### config.mk
export PLATFORM = sky130hd
export DESIGN_NAME = motor_command_frame_decoder
export DESIGN_NICKNAME = d
export VERILOG_FILES = /design/src/mcfd_pkg.sv /design/src/mcfd_eval.sv /design/src/motor_command_frame_decoder.sv
export VERILOG_INCLUDE_DIRS = /design/src /design/src/src
export SDC_FILE = /design/constraint.sdc
export NUM_CORES = 1
export LEC_CHECK = 0
export BUFFER_PORTS_ARGS = -buffer_cell sky130_fd_sc_hd__buf_2
export CORE_MARGIN = 2
export CORE_UTILIZATION = 60
export DETAILED_ROUTE_END_ITERATION = 16
export GPL_ROUTABILITY_DRIVEN = 0
export PLACE_DENSITY_LB_ADDON = 0.05
export SYNTH_ARGS = -nofsm -noshare
export SYNTH_HDL_FRONTEND = slang
export SYNTH_SLANG_ARGS = --single-unit
### constraint.sdc
create_clock -name clk -period 9.5 [get_ports clk]
set_clock_uncertainty 0.2 [all_clocks]
set_input_delay 0.475 -clock clk [delete_from_list [all_inputs] [get_ports clk]]
set_output_delay 0.475 -clock clk [all_outputs]
set_load 0.02 [all_outputs]
### src/motor_command_frame_decoder_defines.svh
// assertion macros for the motor command frame decoder
`ifndef MOTOR_COMMAND_FRAME_DECODER_DEFINES_SVH
`define MOTOR_COMMAND_FRAME_DECODER_DEFINES_SVH

// property that must hold at every clock edge out of reset
`define MCFD_ASSERT(lbl, prop, msg) \
  lbl: assert property (@(posedge clk) disable iff (!rst_n) (prop)) else $error(msg);

// consequent must hold at the next clock edge after the antecedent
`define MCFD_ASSERT_NEXT(lbl, ante, cons, msg) \
  lbl: assert property (@(posedge clk) disable iff (!rst_n) (ante) |=> (cons)) else $error(msg);

`endif

### src/mcfd_pkg.sv
`timescale 1ns / 1ps
`default_nettype none

package mcfd_pkg;

  localparam int FRAME_BYTES = 19;
  localparam int POS_W = $clog2(FRAME_BYTES + 1);
  localparam int IDX_W = $clog2(FRAME_BYTES);
  localparam int SIX_LEN = 19;
  localparam int SHORT_LEN = 9;

  localparam int IN_TDATA_W = 88;
  localparam int OUT_TDATA_W = 136;

  localparam logic [7:0] SOF_0 = 8'h55;
  localparam logic [7:0] SOF_1 = 8'hAA;
  localparam logic [7:0] SOF_2 = 8'h38;
  localparam logic [7:0] LEN_SIX = 8'h0C;
  localparam logic [7:0] LEN_SHORT = 8'h02;
  localparam logic [7:0] ID_SIX = 8'h08;
  localparam logic [7:0] ID_SHOOT = 8'h09;
  localparam logic [7:0] ID_ENC = 8'h08;
  localparam logic [7:0] ID_ADC = 8'h07;
  localparam logic [7:0] CLS_MOTION = 8'h70;
  localparam logic [7:0] CLS_CONFIG = 8'h60;

  localparam logic signed [15:0] WHEEL_LIM = 16'sd4000;
  localparam logic signed [15:0] DRIB_LIM = 16'sd6000;
  localparam logic [13:0] REMOTE_DRIB = 14'd3000;
  localparam logic [15:0] REMOTE_SHOT = 16'd3000;
  localparam logic [15:0] LIFT_STEP = 16'd10;
  localparam logic [10:0] STICK_HI = 11'd1026;
  localparam logic [10:0] STICK_LO = 11'd1022;
  localparam logic [15:0] AUX_SHOT = 16'd1684;
  localparam logic [15:0] ADC_PERIOD_RST = 16'd13;
  localparam logic [15:0] ENC_PERIOD_RST = 16'd1500;

  typedef enum logic [2:0] {
    OC_NONE   = 3'd0,
    OC_REMOTE = 3'd1,
    OC_MOTOR  = 3'd2,
    OC_SHOOT  = 3'd3,
    OC_ENC    = 3'd4,
    OC_ADC    = 3'd5,
    OC_CSUM   = 3'd6
  } outcome_t;

  typedef struct packed {
    logic [12:0] wheel_a;
    logic [12:0] wheel_b;
    logic [12:0] wheel_c;
    logic [13:0] drib_right;
    logic [13:0] drib_left;
    logic [15:0] lift;
    logic [15:0] shot;
    logic [15:0] adc_period;
    logic [15:0] enc_period;
  } setpoint_t;

  typedef struct packed {
    logic [1:0]  remote_switch;
    logic [10:0] stick;
    logic [15:0] aux;
    logic [15:0] kin_a;
    logic [15:0] kin_b;
    logic [15:0] kin_c;
  } tick_t;

  typedef struct packed {
    logic             pending;
    logic [POS_W-1:0] pos;
    logic [7:0]       running_sum;
    logic [7:0]       sum_at_eight;
  } frame_stat_t;

  function automatic logic signed [15:0] clamp16(input logic signed [15:0] v,
                                                 input logic signed [15:0] lim);
    logic signed [15:0] res;
    if (v > lim) begin
      res = lim;
    end else if (v < -lim) begin
      res = -lim;
    end else begin
      res = v;
    end
    return res;
  endfunction

  // halve toward zero
  function automatic logic signed [15:0] halve16(input logic signed [15:0] v);
    logic signed [15:0] t;
    t = $signed(v + {15'd0, v[15]});
    return t >>> 1;
  endfunction

endpackage

`default_nettype wire

### src/mcfd_eval.sv
`timescale 1ns / 1ps
`default_nettype none

module mcfd_eval (
  input  logic [7:0]           frame [mcfd_pkg::FRAME_BYTES],
  input  mcfd_pkg::frame_stat_t fstat,
  input  mcfd_pkg::tick_t      tick,
  input  mcfd_pkg::setpoint_t  sp_cur,
  output mcfd_pkg::setpoint_t  sp_nxt,
  output mcfd_pkg::outcome_t   outcome
);
  import mcfd_pkg::*;

  logic               lead;
  logic               is_six;
  logic               is_shoot;
  logic               is_enc;
  logic               is_adc;
  logic               six_sum_ok;
  logic               short_sum_ok;
  logic signed [15:0] w_a;
  logic signed [15:0] w_b;
  logic signed [15:0] w_c;
  logic signed [15:0] w_dr;
  logic signed [15:0] w_dl;
  logic [15:0]        short_val;

  assign lead = (frame[0] == SOF_0) && (frame[1] == SOF_1) && (frame[2] == SOF_2);
  assign is_six = (frame[3] == LEN_SIX) && (frame[4] == ID_SIX) && (frame[5] == CLS_MOTION);
  assign is_shoot = (frame[4] == ID_SHOOT) && (frame[5] == CLS_MOTION);
  assign is_enc = (frame[4] == ID_ENC) && (frame[5] == CLS_CONFIG) && (frame[6] == 8'h00);
  assign is_adc = (frame[4] == ID_ADC) && (frame[5] == CLS_CONFIG);
  assign six_sum_ok = frame[SIX_LEN-1] == fstat.running_sum;
  assign short_sum_ok = frame[SHORT_LEN-1] == fstat.sum_at_eight;

  assign w_a = $signed({frame[10], frame[11]});
  assign w_b = $signed({frame[8], frame[9]});
  assign w_c = $signed({frame[6], frame[7]});
  assign w_dr = $signed({frame[14], frame[15]});
  assign w_dl = $signed(16'd0 - {frame[12], frame[13]});
  assign short_val = {frame[6], frame[7]};

  always_comb begin
    sp_nxt = sp_cur;
    outcome = OC_NONE;
    priority if (tick.remote_switch == 2'd1) begin
      outcome = OC_REMOTE;
      sp_nxt.wheel_a = 13'(clamp16($signed(tick.kin_a), WHEEL_LIM));
      sp_nxt.wheel_b = 13'(clamp16($signed(tick.kin_b), WHEEL_LIM));
      sp_nxt.wheel_c = 13'(clamp16($signed(tick.kin_c), WHEEL_LIM));
      sp_nxt.drib_right = REMOTE_DRIB;
      sp_nxt.drib_left = REMOTE_DRIB;
      if (tick.stick >= STICK_HI) begin
        sp_nxt.lift = sp_cur.lift + LIFT_STEP;
      end else if (tick.stick <= STICK_LO) begin
        sp_nxt.lift = sp_cur.lift - LIFT_STEP;
      end
      if (tick.aux == AUX_SHOT) begin
        sp_nxt.shot = REMOTE_SHOT;
      end
    end else if (!fstat.pending || (fstat.pos < POS_W'(SHORT_LEN)) || !lead) begin
      outcome = OC_NONE;
    end else if (is_six) begin
      if (fstat.pos < POS_W'(SIX_LEN)) begin
        outcome = OC_NONE;
      end else if (!six_sum_ok) begin
        outcome = OC_CSUM;
      end else begin
        outcome = OC_MOTOR;
        sp_nxt.wheel_a = 13'(clamp16(halve16(w_a), WHEEL_LIM));
        sp_nxt.wheel_b = 13'(clamp16(halve16(w_b), WHEEL_LIM));
        sp_nxt.wheel_c = 13'(clamp16(halve16(w_c), WHEEL_LIM));
        sp_nxt.drib_right = 14'(clamp16(w_dr, DRIB_LIM));
        sp_nxt.drib_left = 14'(clamp16(w_dl, DRIB_LIM));
        sp_nxt.lift = {frame[16], frame[17]};
      end
    end else if ((frame[3] != LEN_SHORT) || !(is_shoot || is_enc || is_adc)) begin
      outcome = OC_NONE;
    end else if (!short_sum_ok) begin
      outcome = OC_CSUM;
    end else if (is_shoot) begin
      outcome = OC_SHOOT;
      sp_nxt.shot = short_val;
    end else if (is_enc) begin
      outcome = OC_ENC;
      sp_nxt.enc_period = short_val;
    end else begin
      outcome = OC_ADC;
      sp_nxt.adc_period = short_val;
    end
  end

endmodule

`default_nettype wire

### src/motor_command_frame_decoder.sv
// motor command frame decoder
// input channel (in_*): one transaction per cycle at most. in_tuser = 0 carries a
// host command byte in in_tdata[7:0], with in_tlast marking the last byte of the
// receive window. in_tuser = 1 is an evaluation tick carrying the remote switch,
// stick, aux and kinematics wheel speeds in in_tdata.
// a byte transaction gives no result. every tick gives exactly one result on the
// output channel (out_*): all current setpoints and report periods in out_tdata
// and the outcome code in out_tuser.
// a tick in the input register is evaluated into the setpoint registers and
// raises out_tvalid. throughput: one transaction per cycle unless the output
// stalls, set by the single input register feeding one combinational evaluation.
// a stalled receiver holds the result; bytes keep flowing past it and a
// following tick waits in the input register, after which in_tready drops.
// reset (rst_n low, synchronous) empties both registers, drops any partial
// window and restores setpoints to zero, periods to 13 and 1500 ms.
`timescale 1ns / 1ps
`default_nettype none
`include "motor_command_frame_decoder_defines.svh"

module motor_command_frame_decoder (
  input  logic                             clk,
  input  logic                             rst_n,
  input  logic                             in_tvalid,
  output logic                             in_tready,
  // frame_byte, remote_switch, stick_channel, aux_channel, kin_rpm_a, kin_rpm_b, kin_rpm_c
  input  logic [mcfd_pkg::IN_TDATA_W-1:0]  in_tdata,
  // action
  input  logic                             in_tuser,
  input  logic                             in_tlast,
  output logic                             out_tvalid,
  input  logic                             out_tready,
  // wheel_speed_a, wheel_speed_b, wheel_speed_c, dribble_right, dribble_left,
  // lift_speed, shoot_power, adc_interval, enc_interval
  output logic [mcfd_pkg::OUT_TDATA_W-1:0] out_tdata,
  // outcome
  output logic [2:0]                       out_tuser
);
  import mcfd_pkg::*;

  logic                  in_vld_r;
  logic [IN_TDATA_W-1:0] in_data_r;
  logic                  in_user_r;
  logic                  in_last_r;
  logic                  out_vld_r;
  outcome_t              outcome_r;
  outcome_t              outcome_nxt;
  setpoint_t             sp_r;
  setpoint_t             sp_nxt;
  logic [7:0]            store_r [FRAME_BYTES];
  logic [POS_W-1:0]      pos_r;
  logic [7:0]            rsum_r;
  logic [7:0]            sum8_r;
  logic                  pending_r;
  logic                  fire;
  logic                  tick_fire;
  logic                  byte_fire;
  logic                  take_byte;
  logic [7:0]            in_byte;
  tick_t                 tick;
  frame_stat_t           fstat;
  logic                  wheel_a_ok;
  logic                  past_eight;

  assign fire = in_vld_r && (!in_user_r || !out_vld_r || out_tready);
  assign tick_fire = fire && in_user_r;
  assign byte_fire = fire && !in_user_r;
  assign take_byte = byte_fire && !pending_r;
  assign in_tready = !in_vld_r || fire;

  assign in_byte = in_data_r[7:0];
  assign tick.remote_switch = in_data_r[9:8];
  assign tick.stick = in_data_r[20:10];
  assign tick.aux = in_data_r[36:21];
  assign tick.kin_a = in_data_r[52:37];
  assign tick.kin_b = in_data_r[68:53];
  assign tick.kin_c = in_data_r[84:69];

  assign fstat.pending = pending_r;
  assign fstat.pos = pos_r;
  assign fstat.running_sum = rsum_r;
  assign fstat.sum_at_eight = sum8_r;

  mcfd_eval u_eval (
    .frame   (store_r),
    .fstat   (fstat),
    .tick    (tick),
    .sp_cur  (sp_r),
    .sp_nxt  (sp_nxt),
    .outcome (outcome_nxt)
  );

  always_ff @(posedge clk) begin
    if (!rst_n) begin
      in_vld_r <= 1'b0;
    end else if (in_tready) begin
      in_vld_r <= in_tvalid;
    end
  end

  always_ff @(posedge clk) begin
    if (in_tvalid && in_tready) begin
      in_data_r <= in_tdata;
      in_user_r <= in_tuser;
      in_last_r <= in_tlast;
    end
  end

  always_ff @(posedge clk) begin
    if (take_byte && (pos_r < POS_W'(FRAME_BYTES))) begin
      store_r[pos_r[IDX_W-1:0]] <= in_byte;
    end
  end

  always_ff @(posedge clk) begin
    if (!rst_n) begin
      pos_r <= '0;
      rsum_r <= '0;
      sum8_r <= '0;
      pending_r <= 1'b0;
    end else if (tick_fire && pending_r) begin
      pos_r <= '0;
      rsum_r <= '0;
      sum8_r <= '0;
      pending_r <= 1'b0;
    end else if (take_byte) begin
      if (pos_r < POS_W'(FRAME_BYTES)) begin
        pos_r <= pos_r + POS_W'(1);
        if (pos_r < POS_W'(SIX_LEN - 1)) begin
          rsum_r <= rsum_r + in_byte;
        end
        if (pos_r < POS_W'(SHORT_LEN - 1)) begin
          sum8_r <= sum8_r + in_byte;
        end
      end
      if (in_last_r) begin
        pending_r <= 1'b1;
      end
    end
  end

  always_ff @(posedge clk) begin
    if (!rst_n) begin
      out_vld_r <= 1'b0;
      outcome_r <= OC_NONE;
      sp_r <= '{wheel_a: '0, wheel_b: '0, wheel_c: '0, drib_right: '0, drib_left: '0,
                lift: '0, shot: '0, adc_period: ADC_PERIOD_RST,
                enc_period: ENC_PERIOD_RST};
    end else if (tick_fire) begin
      out_vld_r <= 1'b1;
      outcome_r <= outcome_nxt;
      sp_r <= sp_nxt;
    end else if (out_tready) begin
      out_vld_r <= 1'b0;
    end
  end

  assign out_tvalid = out_vld_r;
  assign out_tuser = outcome_r;
  assign out_tdata = {5'd0, sp_r.enc_period, sp_r.adc_period, sp_r.shot, sp_r.lift,
                      sp_r.drib_left, sp_r.drib_right, sp_r.wheel_c, sp_r.wheel_b,
                      sp_r.wheel_a};

  assign wheel_a_ok = ($signed(sp_r.wheel_a) <= 13'sd4000) &&
                      ($signed(sp_r.wheel_a) >= -13'sd4000);
  assign past_eight = byte_fire && (pos_r >= POS_W'(SHORT_LEN - 1));

  `MCFD_ASSERT(a_pos_bound, pos_r <= POS_W'(FRAME_BYTES), "byte position past frame store")
  `MCFD_ASSERT_NEXT(a_tick_drops_frame, tick_fire, !pending_r, "held frame kept after tick")
  `MCFD_ASSERT(a_result_from_tick, $rose(out_tvalid) |-> $past(tick_fire), "result without tick")
  `MCFD_ASSERT(a_wheel_range, wheel_a_ok, "wheel a out of range")
  `MCFD_ASSERT_NEXT(a_sum8_frozen, past_eight, $stable(sum8_r), "short sum moved past byte eight")

endmodule

`default_nettype wire
==> flow_summary.toml <==
[power_and_ir_drop]
switching_share = 0.218
power_density_nw_per_um2 = 170
seqPwrFrac = 0.511
pwr-share-clk = 0.436
power.leakage_nw = 8.15
power_switching_mw = 0.802
power_mw = 3.69
p_int_mw = 2.88
power_frac_comb = 0.053
peakVddDrop_v = 0.000149

[placement]
dp_hpwl_um = 32200
dp_cells = 2202
port_buffers = 226

[sta]
finalHoldViolations = 0
setup_violations = 0
period_share = 0.450
fin_tns_setup_ns = 0
grt_setup_unrepaired = "false"
max_slew_margin = 0.290
worst_pin_slew_ns = 1.06
min_period_ns = 4.28
max_freq_mhz = 234
slew_violations = 0
whs_ns = 0.0513

[clock_tree]
path_clk_slew_ns = 0.06
post_cts_buffers = 0
cts_buffers = 41
clk_latency_ns = 0.54
cts_tree = "done"
cts_root_buf = "clkbuf_16"
clk_path_buf_depth = 3
cts_sinks = 397
htreeDepth = 2

[global_routing]
antenna_found_initial = 1
track_usage = 0.311
grt_pass1_vias = 13900
grt_max_degree = 80
grt-ovfl-total = 0
grt_pass1_wl_um = 75900

[job]
drv_cap = 0

[yosys]
syn_area_per_cell_um2 = 10.9
ys_types = 94
synth.ff_latch_count = 397
syn_area_um2 = 18100
synthTopCellsByArea = "edfxtp_1 40%, dfxtp_1 18%, nor2_1 3.1%, a21oi_1 2.9%, o21ai_0 2.7%"
ys_seq_area_frac = 0.572
ys.warnings.count = 0
synth_common_cells = "239 x edfxtp_1, 158 x dfxtp_1, 151 x nor2_1"
netlist_instances = 1654
ys.flop_type = "edfxtp_1"
async_flop_share = 0
synth_top_area_cell = "edfxtp_1"
synth_top_area_share = 0.397
synth-edff-count = 239
yosysMostFrequentCell = "edfxtp_1"

[detailed_routing]
routed_via_density = 6.25
route.vias.total = 14800
final_antenna_net_count = 0
first_pass_iters = 5
drc = 0
post_drt_wl_per_cell_um = 21.2
wirelength_um = 50100
drtIter0Drc = 1373

[layout]
fillers = 2141
multi_input_area_um2 = 7270
nNetsFinal = 2074
insertedDiodeCount = 0
stdcell_count = 2365
seq_area_um2 = 10300
drive_above_1_share = 0.178
area_delta_synth_final_pct = 20.2

[floorplanning]
core-area_um2 = 29600
die_area_um2 = 31500
rows = 63
die_w_um = 178
die_h_um = 178
start_util = 0.610
pin_count = 235

[worst_setup_path]
crit_required_ns = 9.72
end_kind = "flop"
max_stage_delay_ns = 0.57
worstSetupPathDepth = 12
crit_type = "reg2reg"
cp-start-kind = "flop"
rr_worst_depth = 12
path_delay_family = "compound AO/OA/AOI/OAI gates"
slowest_stage = "a2111oi_0"
path_cells = "nor4_1 -> a31oi_1 -> inv_1 -> fa_1 -> a211o_1 -> a2111oi_0 -> o31ai_1 -> o41a_1 -> a21o_1 -> a21oi_1 -> xnor2_1 -> o21ai_0"
worstPathArrival_ns = 4.49
critPathMaxFanout = 14
path_buf_inv = 1

[hold_path]
whs_path_depth = 3
hp-class = "in2reg"

[status]
status = "finished clean"
-- through the flow --
step | setup slack [ns] | util | area (um^2)
global route | 4.96 | 0.732 | 21700
floorplan | 3.51 | - | 18100
global placement | 5.34 | 0.658 | 19500
detailed placement | 5.32 | 0.658 | 19500
CTS | 5.28 | 0.732 | 21700
finish | 5.22 | 0.732 | 21700
-- what timing repair did --
| action | in CTS | in global routing |
|---|---|---|
| setup endpoints to repair | 0 | 0 |
| hold endpoints to repair | 87 | 0 |
| resized for setup | 0 | 0 |
| hold buffers | 87 | 0 |
-- registers in the layout, summed over array words and instances, names as in the netlist --
signal      flops
store_r       152
out_tdata     131
in_data_r      85
rsum_r          8
sum8_r          8
pos_r           5
out_tuser       3
in_last_r       1
in_user_r       1
in_vld_r        1
out_tvalid      1
pending_r       1
-- cell families after synthesis --
| group | synth area share |
|---|---|
| XOR/XNOR | 0.0417 |
| other | 0.000208 |
| AO/OA/AOI/OAI | 0.155 |
| buffers and inverters | 0.0276 |
| adder cells (fa/ha/maj) | 0.0276 |
| AND/OR/NAND/NOR | 0.164 |
| multiplexers | 0.0117 |
| flip-flops | 0.572 |
-- routing by layer --
| metal | vias up | share of wire | global-route usage |
|---|---|---|---|
| met5 | - | 0.00026 | 0 |
| met4 | 2 | 0.026 | 0.0987 |
| met3 | 107 | 0.091 | 0.0508 |
| met2 | 746 | 0.48 | 0.511 |
| met1 | 7098 | 0.41 | 0.422 |
| li1 | 6840 | - | - |
-- placed cells by master, fill, tap and decap left out, types with 9 or more instances in the layout --
cell type / instances
edfxtp_1: 239
buf_2: 226
dfxtp_1: 158
nor2_1: 151
nand2_1: 116
a21oi_1: 104
o21ai_0: 97
dlygate4sd3_1: 87
nand3_1: 70
nor3_1: 56
xnor2_1: 48
clkbuf_16: 43
xor2_1: 38
ha_1: 35
inv_1: 27
nor4_1: 27
and3_1: 24
nand4_1: 22
mux2i_1: 20
buf_4: 20
a31oi_1: 19
nor2b_1: 16
o21a_1: 16
a22o_1: 15
or4_1: 14
a211oi_1: 13
a22oi_1: 13
or3_1: 10
a21o_1: 10
and2_1: 9
a32oi_1: 9
o221a_2: 9
o22ai_1: 9
clkbuf_1: 9
-- cell type report --
cell class,count,area share
Tap cell,390,0.0225
Timing Repair Buffer,333,0.0991
Multi-Input combinational cell,1141,0.335
Clock buffer,56,0.0537
Sequential cell,397,0.476
Inverter,28,0.00484
Clock inverter,20,0.00853
-- path summary, 6_finish.rpt --
kind               endpoint      startpoint  slack (ns)
min                in_vld_r       in_tvalid        0.05
max reg2reg   out_tdata[82]   in_data_r[18]        5.22
min reg2reg  out_tdata[125]  out_tdata[125]        0.24
max           out_tdata[82]   in_data_r[18]        5.22
-- power by group through the flow --
stage	clock network, mW	logic, mW	registers, mW
finish	1.61	0.196	1.88
global route	1.69	0.212	1.89
CTS	1.62	0.192	1.88
detailed placement	0	0.163	1.92
global placement	0	0.159	1.92
floorplan	0	0.0879	1.93
-- worst min-delay path, delay by kind of cell --
| kind | cells | cell delay (ns) |
|---|---|---|
| compound gates | 1 | 0.13 |
| buf+inv | 2 | 0.14 |
Power figures use the tool's default switching activity.
